--- src/hw/rtl/assert_macros.svh ---
// Assertion helpers used by the codec core.
`ifndef ASSERT_MACROS_SVH
`define ASSERT_MACROS_SVH

// Same-cycle implication, disabled while reset is asserted.
`define SVP_ASSERT_SAME(name, clk, rst_n, ante, cons) \
    name: assert property (@(posedge clk) disable iff (!(rst_n)) (ante) |-> (cons)) \
        else $error("%m: same-cycle check failed");

// Next-cycle implication, disabled while reset is asserted.
`define SVP_ASSERT_NEXT(name, clk, rst_n, ante, cons) \
    name: assert property (@(posedge clk) disable iff (!(rst_n)) (ante) |=> (cons)) \
        else $error("%m: next-cycle check failed");

`endif

--- src/hw/rtl/svp_pkg.sv ---
`timescale 1ns / 1ps

package svp_pkg;

    localparam int unsigned GROUP_LEN = 7;

    localparam logic [7:0] TOP_BIT    = 8'h80;
    localparam logic [7:0] LOW_BITS   = 8'h7F;
    localparam logic [2:0] GROUP_LAST = 3'd6;

    localparam logic DIR_PACK   = 1'b0;
    localparam logic DIR_UNPACK = 1'b1;

    typedef enum logic [1:0] {
        S_IDLE = 2'b01,
        S_EMIT = 2'b10
    } state_t;

    typedef struct packed {
        logic       en;
        logic [2:0] addr;
        logic [7:0] data;
    } buf_wr_t;

endpackage

--- src/hw/rtl/svp_ifs.sv ---
`timescale 1ns / 1ps

interface svp_in_if;
    logic       valid;
    logic       ready;
    logic [7:0] data_byte;
    logic       end_of_message;

    modport source (output valid, output data_byte, output end_of_message, input ready);
    modport sink (input valid, input data_byte, input end_of_message, output ready);
endinterface

interface svp_out_if;
    logic       valid;
    logic       ready;
    logic [7:0] out_byte;
    logic       byte_valid;
    logic       last_of_run;
    logic [7:0] checksum;

    modport source (output valid, output out_byte, output byte_valid,
                    output last_of_run, output checksum, input ready);
    modport sink (input valid, input out_byte, input byte_valid,
                  input last_of_run, input checksum, output ready);
endinterface

interface svp_cfg_if;
    logic valid;
    logic ready;
    logic direction;

    modport source (output valid, output direction, input ready);
    modport sink (input valid, input direction, output ready);
endinterface

--- src/hw/rtl/seven_bit_pack_codec_xor_checksum_core.sv ---
`timescale 1ns / 1ps
`include "assert_macros.svh"

// Seven-bit sysex packing codec with running XOR checksum. The direction
// register picks packing (0) or unpacking (1); writing it also restarts the
// message state. Unpacking takes one item per cycle while the output side is
// free and no register write is offered, and gives at most one result, held
// in the output register. Packing takes one byte per cycle on the same terms
// while a group fills; the byte that closes a group (seventh byte or end of
// message) starts an emit pass of n+1 results for n bytes in the group, one
// result per cycle while the output side takes them, during which no item is
// accepted. The emit pass walks the seven-entry group buffer, one slot a
// cycle as results go out, via a single XOR checksum unit shared by both directions.
module seven_bit_pack_codec_xor_checksum_core
    import svp_pkg::*;
(
    input  logic      clk,
    input  logic      rst_n,
    svp_cfg_if.sink   cfg,
    svp_in_if.sink    data,
    svp_out_if.source result
);

    state_t     state_reg, state_next;
    logic       dir_reg, dir_next;
    logic [2:0] pos_reg, pos_next;
    logic [7:0] hdr_reg, hdr_next;
    logic [7:0] chk_reg, chk_next;
    logic [2:0] emit_idx_reg, emit_idx_next;
    logic [2:0] emit_n_reg, emit_n_next;
    logic       eom_reg, eom_next;

    logic       out_valid_reg, out_valid_next;
    logic [7:0] out_byte_reg, out_byte_next;
    logic       out_bv_reg, out_bv_next;
    logic       out_last_reg, out_last_next;
    logic [7:0] out_chk_reg, out_chk_next;

    logic       out_free;
    logic       in_acc;
    logic       cfg_acc;
    logic       emit_last;
    logic [7:0] rd_data;
    logic [2:0] rd_addr;
    logic [7:0] emit_byte;
    logic [7:0] upk_byte;
    logic [7:0] xor_src;
    logic [7:0] chk_xor;
    buf_wr_t    buf_wr;

    svp_group_buf u_group_buf (
        .clk     (clk),
        .wr      (buf_wr),
        .rd_addr (rd_addr),
        .rd_data (rd_data)
    );

    assign out_free   = !out_valid_reg || result.ready;
    // Hold input while a register write is offered; take writes only when drained.
    assign data.ready = (state_reg == S_IDLE) && out_free && !cfg.valid;
    assign cfg.ready  = (state_reg == S_IDLE) && !out_valid_reg;
    assign in_acc     = data.valid && data.ready;
    assign cfg_acc    = cfg.valid && cfg.ready;

    assign result.valid       = out_valid_reg;
    assign result.out_byte    = out_byte_reg;
    assign result.byte_valid  = out_bv_reg;
    assign result.last_of_run = out_last_reg;
    assign result.checksum    = out_chk_reg;

    // Slot 0 of the emit pass is the header; slot k reads group byte k-1.
    // Address the upcoming slot so its byte is registered when it is emitted.
    assign rd_addr   = emit_idx_next - 3'd1;
    assign emit_byte = (emit_idx_reg == 3'd0) ? hdr_reg : (rd_data & LOW_BITS);
    assign emit_last = (emit_idx_reg == emit_n_reg);

    // Restore the top bit from the held header; a set top bit in the input stays.
    assign upk_byte = (8'(hdr_reg << pos_reg) & TOP_BIT) | data.data_byte;

    // Shared checksum unit.
    assign xor_src = (state_reg == S_EMIT) ? emit_byte : data.data_byte;
    assign chk_xor = chk_reg ^ xor_src;

    assign buf_wr.en   = in_acc && (dir_reg == DIR_PACK);
    assign buf_wr.addr = pos_reg;
    assign buf_wr.data = data.data_byte;

    always_comb
    begin
        state_next     = state_reg;
        dir_next       = dir_reg;
        pos_next       = pos_reg;
        hdr_next       = hdr_reg;
        chk_next       = chk_reg;
        emit_idx_next  = emit_idx_reg;
        emit_n_next    = emit_n_reg;
        eom_next       = eom_reg;
        out_valid_next = out_valid_reg;
        out_byte_next  = out_byte_reg;
        out_bv_next    = out_bv_reg;
        out_last_next  = out_last_reg;
        out_chk_next   = out_chk_reg;

        if (out_valid_reg && result.ready)
        begin
            out_valid_next = 1'b0;
        end

        priority if (cfg_acc)
        begin
            dir_next = cfg.direction;
            pos_next = '0;
            hdr_next = '0;
            chk_next = '0;
        end
        else
        begin
            unique case (state_reg)
                S_IDLE:
                begin
                    if (in_acc)
                    begin
                        if (dir_reg == DIR_UNPACK)
                        begin
                            chk_next = chk_xor;
                            if (pos_reg == 3'd0)
                            begin
                                hdr_next = data.data_byte;
                                pos_next = 3'd1;
                                if (data.end_of_message)
                                begin
                                    // Message ends on a header: checksum-only item.
                                    out_valid_next = 1'b1;
                                    out_byte_next  = '0;
                                    out_bv_next    = 1'b0;
                                    out_last_next  = 1'b1;
                                    out_chk_next   = chk_xor;
                                end
                            end
                            else
                            begin
                                pos_next       = pos_reg + 3'd1;
                                out_valid_next = 1'b1;
                                out_byte_next  = upk_byte;
                                out_bv_next    = 1'b1;
                                out_last_next  = data.end_of_message;
                                out_chk_next   = data.end_of_message ? chk_xor : 8'h00;
                            end
                            if (data.end_of_message)
                            begin
                                pos_next = '0;
                                chk_next = '0;
                            end
                        end
                        else
                        begin
                            // Byte j lands in header bit 6-j.
                            hdr_next = hdr_reg |
                                ((data.data_byte & TOP_BIT) >> ({1'b0, pos_reg} + 4'd1));
                            if ((pos_reg == GROUP_LAST) || data.end_of_message)
                            begin
                                state_next    = S_EMIT;
                                emit_idx_next = '0;
                                emit_n_next   = pos_reg + 3'd1;
                                eom_next      = data.end_of_message;
                                pos_next      = '0;
                            end
                            else
                            begin
                                pos_next = pos_reg + 3'd1;
                            end
                        end
                    end
                end

                S_EMIT:
                begin
                    if (out_free)
                    begin
                        chk_next       = chk_xor;
                        out_valid_next = 1'b1;
                        out_byte_next  = emit_byte;
                        out_bv_next    = 1'b1;
                        out_last_next  = eom_reg && emit_last;
                        out_chk_next   = (eom_reg && emit_last) ? chk_xor : 8'h00;
                        if (emit_last)
                        begin
                            state_next = S_IDLE;
                            hdr_next   = '0;
                            if (eom_reg)
                            begin
                                chk_next = '0;
                            end
                        end
                        else
                        begin
                            emit_idx_next = emit_idx_reg + 3'd1;
                        end
                    end
                end

                default:
                begin
                    state_next = S_IDLE;
                end
            endcase
        end
    end

    always_ff @(posedge clk or negedge rst_n)
    begin
        if (!rst_n)
        begin
            state_reg     <= S_IDLE;
            dir_reg       <= DIR_PACK;
            pos_reg       <= '0;
            hdr_reg       <= '0;
            chk_reg       <= '0;
            emit_idx_reg  <= '0;
            emit_n_reg    <= '0;
            eom_reg       <= 1'b0;
            out_valid_reg <= 1'b0;
        end
        else
        begin
            state_reg     <= state_next;
            dir_reg       <= dir_next;
            pos_reg       <= pos_next;
            hdr_reg       <= hdr_next;
            chk_reg       <= chk_next;
            emit_idx_reg  <= emit_idx_next;
            emit_n_reg    <= emit_n_next;
            eom_reg       <= eom_next;
            out_valid_reg <= out_valid_next;
        end
    end

    always_ff @(posedge clk)
    begin
        out_byte_reg <= out_byte_next;
        out_bv_reg   <= out_bv_next;
        out_last_reg <= out_last_next;
        out_chk_reg  <= out_chk_next;
    end

    `SVP_ASSERT_SAME(a_chk_zero_unless_last, clk, rst_n, result.valid && !result.last_of_run, result.checksum == 8'h00)
    `SVP_ASSERT_SAME(a_emit_idx_bound, clk, rst_n, state_reg == S_EMIT, emit_idx_reg <= emit_n_reg)
    `SVP_ASSERT_SAME(a_pack_pos_bound, clk, rst_n, dir_reg == DIR_PACK, pos_reg != 3'd7)
    `SVP_ASSERT_NEXT(a_close_starts_emit, clk, rst_n, in_acc && !cfg_acc && (dir_reg == DIR_PACK) && (data.end_of_message || (pos_reg == GROUP_LAST)), state_reg == S_EMIT)

endmodule

--- src/hw/rtl/svp_group_buf.sv ---
`timescale 1ns / 1ps

module svp_group_buf
    import svp_pkg::*;
(
    input  logic       clk,
    input  buf_wr_t    wr,
    input  logic [2:0] rd_addr,
    output logic [7:0] rd_data
);

    logic [7:0] byte_reg [GROUP_LEN];

    always_ff @(posedge clk)
    begin
        if (wr.en && (wr.addr <= GROUP_LAST))
        begin
            byte_reg[wr.addr] <= wr.data;
        end
    end

    // Only slots of the current group are ever read back.
    always_ff @(posedge clk)
    begin
        if (rd_addr <= GROUP_LAST)
        begin
            rd_data <= byte_reg[rd_addr];
        end
        else
        begin
            rd_data <= '0;
        end
    end

endmodule

--- src/flat_wrapper.sv ---
// flat-port wrapper written by rule: the top's interface ports become plain ports
module seven_bit_pack_codec_xor_checksum_core_flat import svp_pkg::*;
  (clk, rst_n, cfg_valid, cfg_direction, cfg_ready, data_valid, data_data_byte, data_end_of_message, data_ready, result_valid, result_out_byte, result_byte_valid, result_last_of_run, result_checksum, result_ready);
  svp_cfg_if cfg_i ();
  svp_in_if data_i ();
  svp_out_if result_i ();
  input  logic clk;
  input  logic rst_n;
  input wire logic [$bits(cfg_i.valid)-1:0] cfg_valid;
  input wire logic [$bits(cfg_i.direction)-1:0] cfg_direction;
  output wire logic [$bits(cfg_i.ready)-1:0] cfg_ready;
  input wire logic [$bits(data_i.valid)-1:0] data_valid;
  input wire logic [$bits(data_i.data_byte)-1:0] data_data_byte;
  input wire logic [$bits(data_i.end_of_message)-1:0] data_end_of_message;
  output wire logic [$bits(data_i.ready)-1:0] data_ready;
  output wire logic [$bits(result_i.valid)-1:0] result_valid;
  output wire logic [$bits(result_i.out_byte)-1:0] result_out_byte;
  output wire logic [$bits(result_i.byte_valid)-1:0] result_byte_valid;
  output wire logic [$bits(result_i.last_of_run)-1:0] result_last_of_run;
  output wire logic [$bits(result_i.checksum)-1:0] result_checksum;
  input wire logic [$bits(result_i.ready)-1:0] result_ready;
  assign cfg_i.valid = cfg_valid;
  assign cfg_i.direction = cfg_direction;
  assign cfg_ready = cfg_i.ready;
  assign data_i.valid = data_valid;
  assign data_i.data_byte = data_data_byte;
  assign data_i.end_of_message = data_end_of_message;
  assign data_ready = data_i.ready;
  assign result_valid = result_i.valid;
  assign result_out_byte = result_i.out_byte;
  assign result_byte_valid = result_i.byte_valid;
  assign result_last_of_run = result_i.last_of_run;
  assign result_checksum = result_i.checksum;
  assign result_i.ready = result_ready;
  seven_bit_pack_codec_xor_checksum_core u_core (.clk(clk), .rst_n(rst_n), .cfg(cfg_i), .data(data_i), .result(result_i));
endmodule
--- config.mk ---
export PLATFORM = sky130hd
export DESIGN_NAME = seven_bit_pack_codec_xor_checksum_core_flat
export DESIGN_NICKNAME = d
export VERILOG_FILES = /design/src/hw/rtl/svp_pkg.sv /design/src/hw/rtl/svp_ifs.sv /design/src/hw/rtl/seven_bit_pack_codec_xor_checksum_core.sv /design/src/hw/rtl/svp_group_buf.sv /design/src/flat_wrapper.sv
export VERILOG_INCLUDE_DIRS = /design/src /design/src/hw/rtl
export SDC_FILE = /design/constraint.sdc
export NUM_CORES = 1
export LEC_CHECK = 0
export ABC_AREA = 0
export BUFFER_PORTS_ARGS = -buffer_cell sky130_fd_sc_hd__buf_2
export CAP_MARGIN = 25
export CORE_UTILIZATION = 50
export CTS_BUF_LIST = sky130_fd_sc_hd__clkbuf_4
export CTS_CLUSTER_SIZE = 16
export DETAILED_ROUTE_END_ITERATION = 10
export GPL_ROUTABILITY_DRIVEN = 0
export MAX_ROUTING_LAYER = met4
export PLACE_DENSITY = 0.79
export SLEW_MARGIN = 10
export SYNTH_ARGS = -nofsm -noshare
export SYNTH_HDL_FRONTEND = slang
export SYNTH_SLANG_ARGS = --single-unit
--- constraint.sdc ---
create_clock -name clk -period 4.3 [get_ports clk]
set_input_delay 0.86 -clock clk [delete_from_list [all_inputs] [get_ports clk]]
set_output_delay 0.86 -clock clk [all_outputs]
set_load 0.05 [all_outputs]
==> impl_metrics.toml, run 1 <==
[hold_path]
hold_path.class = "input port to asynchronous set/reset pin"

[route]
first_pass_iters = 5
post_drt_wl_per_cell_um = 17.6
wl_um = 10600
ant_nets = 0
drtIter0Drc = 247
viasPerCell = 5.70
vias = 3428
post-route-drc-count = 0

[clocking]
clk_pin_slew_worst_paths_ns = 0.17
post-cts-setup-buffers = 0
cts_resized = 0
cts_sinks = 104
cts_buffers = 9
htree_levels = 3
cts_hold_buf = 0
cts_tree = "built"
clock_latency_ns = 0.47
cts_root_buf = "clkbuf_4"
cts_max_path_buffers = 2

[grt]
grt_pass1_wl_um = 16700
grt_pass1_vias = 3411
track_usage_pct = 22.1
grt_overflow_total = 0
antenna_found_initial = 0
grt_max_degree = 31

[layout]
diodes = 0
layout_common_cells = "edfxtp_1, nor2_1, buf_2"
fin_nets = 488
largest_reg_flops = 49
n_fill_cell = 811
mostFrequentLayoutCell = "edfxtp_1"
stdcell_count = 601
final_util_pct = 56.4
drive_gt1_share_pct = 19.7
area_growth_pct = 8.64

[floorplanning]
start_util_pct = 52.0
die_h_um = 103
top_level_ports = 36
core_area_um2 = 9860
die_w_um = 103
die_area_um2 = 10700
rows = 36

[sta]
min_period_ns = 3.51
setup_tns_ns = 0
holdWs_ns = 0.417
tightest_slew_ns = 0.835
max_slew_margin_pct = 42.9
grt_setup_unrepaired = "no"
clock.fmax_ghz = 0.285
finClkSkew_ns = 0.0232
setup_violations = 0
hold_violations = 0
slew_viol_final = 0
timing.final.crit_share_pct = 81.5

[worst_setup_path]
cp_data_arrival_time_ns = 3.89
cp.required_ns = 4.68
crit_fanout = 28
endpoint_kind = "flip-flop"
startpoint = "u_core.pos_reg[0]$_DFFE_PN0P_"
startpoint_type = "flip-flop"
timing.rr.start = "u_core.pos_reg[0]$_DFFE_PN0P_"
path_class = "flip-flop to flip-flop"

[synth]
yosysSeqAreaShare_pct = 56.7
synth-xor-area-share_pct = 2.59
synth_area_per_cell_um2 = 11.9
yosysWarnings = 0
yosys_most_used_dff = "edfxtp_1"
synth_compound_area_share_pct = 15.2
ys_types = 64
synth_edf_count = 67
synth_top_area_share_pct = 39.3
synth.area.top_cells = "edfxtp_1, dfrtp_1, mux2i_1, nor2_1, a21oi_1"
syn-cell-area_um2 = 5120
synth_area_leader_cell = "edfxtp_1"
synth_top_family_by_area = "compound AO/OA/AOI/OAI gates"
muxShareOfSynthArea_pct = 8.84
syn_nets = 454
synth_adder_area_share_pct = 2.44
async_flop_share_pct = 28.8
post_synth_and_or_nand_nor_area_fraction_pct = 10.5
synth_cells = 429
ys_seq_elements = 104

[power_and_ir_drop]
pwr_density_cell_nw_per_um2 = 638
p_leak_uw = 0.00215
ir_drop_mv = 0.312

[placed_design]
placedCellCount = 583
hpwl_um = 7360
io_buffers = 35

[run]
max-cap-violations = 0

[run_status]
status = "completed"
==> kinds of logic after synthesis <==
kind of cell | Yosys count
AO/OA/AOI/OAI | 107
XOR/XNOR | 13
adder cells (fa/ha/maj) | 10
buffers and inverters | 46
flip-flops | 104
multiplexers | 39
AND/OR/NAND/NOR | 110
==> metal layers <==
metal,routed length (µm),vias to the layer above,track usage [%],part of all wire (%)
li1,-,1636,-,-
met2,5130,100,34.4,49
met4,403,0,12.5,3.8
met1,4630,1664,26.8,44
met3,392,28,4.84,3.7
met5,0,-,-,0
==> power by group <==
| part | leakage [µW] | switching (µW) | internal [µW] |
|---|---|---|---|
| registers | 0.00106 | 157 | 1330 |
| logic | 0.00102 | 1020 | 564 |
| clock network | 0.0000692 | 351 | 131 |
| total | 0.00215 | 1530 | 2020 |
==> synthesized netlist by cell type (3+ instances only) <==
master and number:
edfxtp_1 67, nor2_1 44, nand2_1 33, a21oi_1 30, dfrtp_1 29, mux2i_1 28, inv_1 24, clkbuf_1 12
ha_1 10, o211ai_1 9, o21ai_0 9, o22ai_1 9, xnor2_1 8, dfxtp_1 7, mux2_4 7, nand3_1 7
o2111ai_1 7, o22a_1 7, a22o_1 5, o21ai_1 5, a21bo_2 4, buf_2 4, nand2b_1 4, nor2b_1 4
xor2_1 4, o2bb2ai_1 3
==> worst max-delay path: stages (launching register included) <==
cell     delay [ns]
dfrtp_1        0.63
inv_1          0.17
ha_1           0.27
a21oi_1        0.15
nor2_1         0.10
a31oi_4        0.38
o21a_1         0.49
ha_1           0.24
buf_4          0.35
mux2i_1        0.25
mux2i_1        0.11
mux2_4         0.28
==> per-stage QoR <==
stage	power (µW)	cell area (µm²)	setup slack (ns)
finish	3550	5570	0.794
global route	3770	5570	0.519
CTS	3550	5550	0.794
detailed placement	3070	5420	0.735
global placement	3010	5420	0.825
floorplan	2720	5120	0.563
==> worst paths after layout <==
path / endpoint / slack, ns / cells past startpoint
setup / recovery: u_core.u_group_buf.rd_data[0]$_SDFF_PN0_ / 0.79 / 11
hold / removal: u_core.hdr_reg[2]$_DFFE_PN0P_ / 0.42 / 1
setup reg to reg: u_core.u_group_buf.rd_data[0]$_SDFF_PN0_ / 0.79 / 11
hold reg to reg: u_core.chk_reg[7]$_DFFE_PN0P_ / 0.51 / 1
max in group asynchronous: u_core.pos_reg[0]$_DFFE_PN0P_ / 3.41 / 1
min in group clk: u_core.chk_reg[7]$_DFFE_PN0P_ / 0.51 / 1
==> cell type report <==
cell class	count	area, µm²	share of cell area, %
clock inverters	7	65.1	1.17
clock buffers	9	67.6	1.21
flip-flops and latches	104	2900	52.2
multi-input cells	279	2030	36.5
inverters	26	97.6	1.75
repair buffers	43	235	4.22
well taps	133	166	2.99
Note: power is estimated with default switching activity, not from simulation.
==> run 2, diff against run 1 <==
--- a/config.mk
+++ b/config.mk
@@ -15,7 +15,7 @@
 export DETAILED_ROUTE_END_ITERATION = 10
 export GPL_ROUTABILITY_DRIVEN = 0
 export MAX_ROUTING_LAYER = met4
-export PLACE_DENSITY = 0.79
+export PLACE_DENSITY = 0.82
 export SLEW_MARGIN = 10
 export SYNTH_ARGS = -nofsm -noshare
 export SYNTH_HDL_FRONTEND = slang
==> constraint.sdc (replaced) <==
create_clock -name clk -period 3.2 [get_ports clk]
set_input_delay 0.64 -clock clk [delete_from_list [all_inputs] [get_ports clk]]
set_output_delay 0.64 -clock clk [all_outputs]
set_load 0.05 [all_outputs]
==> run 2 against run 1 <==
Hold slack got worse by 0.23 ns. Critical endpoint is now u_core.u_group_buf.rd_data[1]$_SDFF_PN0_. Die area unchanged. Largest power group unchanged. Core utilization increased by 1.5 points.
==> impl_metrics.toml, run 2 (same netlist as run 1, synthesis figures left out) <==
[sta]
clock.fmax_ghz = 0.332
finClkSkew_ns = 0.0274
hold_violations = 0
slew_viol_final = 0
grt_setup_unrepaired = "no"
min_period_ns = 3.01
tightest_slew_ns = 0.783
setup_tns_ns = 0
timing.final.crit_share_pct = 94.0
max_slew_margin_pct = 46.4
setup_violations = 0
holdWs_ns = 0.184

[power_and_ir_drop]
ir_drop_mv = 0.406
pwr_density_cell_nw_per_um2 = 857
p_leak_uw = 0.00223

[placed_design]
io_buffers = 35
hpwl_um = 7610

[run]
max-cap-violations = 0

[clocking]
cts_hold_buf = 0
cts_max_path_buffers = 2
cts_buffers = 9
clk_pin_slew_worst_paths_ns = 0.18
clock_latency_ns = 0.47
cts_sinks = 104
cts_tree = "built"
cts_root_buf = "clkbuf_4"
htree_levels = 3

[floorplanning]
die_area_um2 = 10700
die_h_um = 103
start_util_pct = 52.0
top_level_ports = 36
rows = 36
die_w_um = 103
core_area_um2 = 9860

[layout]
largest_reg_flops = 49
area_growth_pct = 11.5
drive_gt1_share_pct = 23.0
diodes = 0
layout_common_cells = "edfxtp_1, nor2_1, buf_2"
mostFrequentLayoutCell = "edfxtp_1"
n_fill_cell = 764
fin_nets = 502

[route]
vias = 3540
wl_um = 10600
post_drt_wl_per_cell_um = 17.2
viasPerCell = 5.76
first_pass_iters = 5
post-route-drc-count = 0
ant_nets = 0
drtIter0Drc = 305

[grt]
grt_pass1_vias = 3354
antenna_found_initial = 0
track_usage_pct = 22.4
grt_pass1_wl_um = 16900
grt_max_degree = 31
grt_overflow_total = 0

[worst_setup_path]
startpoint_type = "flip-flop"
path_class = "flip-flop to flip-flop"
endpoint_kind = "flip-flop"
crit_fanout = 28
cp.required_ns = 3.57
cp_data_arrival_time_ns = 3.38

[run_status]
status = "completed"

[hold_path]
hold_path.class = "input port to asynchronous set/reset pin"
run 2: timing repair:
action | in CTS | in global routing
setup endpoints to repair | 0 | 7
resized for setup | 0 | 5
setup buffers | 0 | 2
run 2: worst max-delay path: stages, from the launching register on:
cell	delay [ns]
dfstp_2	0.58
inv_1	0.06
ha_1	0.35
nor2_2	0.19
a31oi_4	0.05
or2_2	0.30
a22o_1	0.21
ha_1	0.36
buf_12	0.21
mux2i_1	0.20
mux2i_1	0.12
mux2_4	0.28
run 2: report_power, final:
part           internal (µW)  total, µW  leakage (µW)  switching [µW]
Sequential              1780       1940       0.00106             158
Combinational            831       2270       0.00110            1440
Clock                    188        679     0.0000790             490
Total                   2800       4890       0.00223            2090
run 2: area by class of cell:
class	instances	area (µm²)	share of cell area, %
Sequential cell	104	2900	50.8
Multi-Input combinational cell	279	2050	35.8
Timing Repair Buffer	57	353	6.17
Tap cell	133	166	2.91
Inverter	26	97.6	1.71
Clock inverter	7	78.8	1.38
Clock buffer	9	67.6	1.18
run 2: worst paths after layout:
kind                                                                  to  cells past startpoint  slack [ns]                       startpoint
worst max-delay path            u_core.u_group_buf.rd_data[1]$_SDFF_PN0_                     11        0.19  u_core.state_reg[0]$_DFFE_PN1P_
min in group clk                              u_core.dir_reg$_DFFE_PN0P_                      3        0.38                    cfg_direction
worst min-delay path                     u_core.state_reg[1]$_DFFE_PN0P_                      1        0.18                            rst_n
worst max register to register  u_core.u_group_buf.rd_data[1]$_SDFF_PN0_                     11        0.19  u_core.state_reg[0]$_DFFE_PN1P_
max in group asynchronous                  u_core.pos_reg[2]$_DFFE_PN0P_                      1        2.55                            rst_n
worst min register to register             u_core.chk_reg[7]$_DFFE_PN0P_                      1        0.51    u_core.chk_reg[7]$_DFFE_PN0P_
run 2: metrics by stage:
step | total power (µW) | instance area (µm²) | setup WS [ns] | utilization, % | std cells
floorplan | 3660 | 5130 | 0.0158 | - | 429
global placement | 4120 | 5540 | 0.150 | 56.1 | 597
detailed placement | 4200 | 5540 | 0.0173 | 56.1 | 597
CTS | 4860 | 5680 | 0.0227 | 57.6 | 613
global route | 5180 | 5710 | 0.00687 | 57.9 | 615
finish | 4890 | 5710 | 0.191 | 57.9 | 615
run 2: per-layer routing:
metal / wire length [µm] / global-route usage, %
met1: 4450 / 28.2
met2: 5070 / 35.0
met3: 686 / 3.97
met4: 399 / 11.3
met5: 0 / -
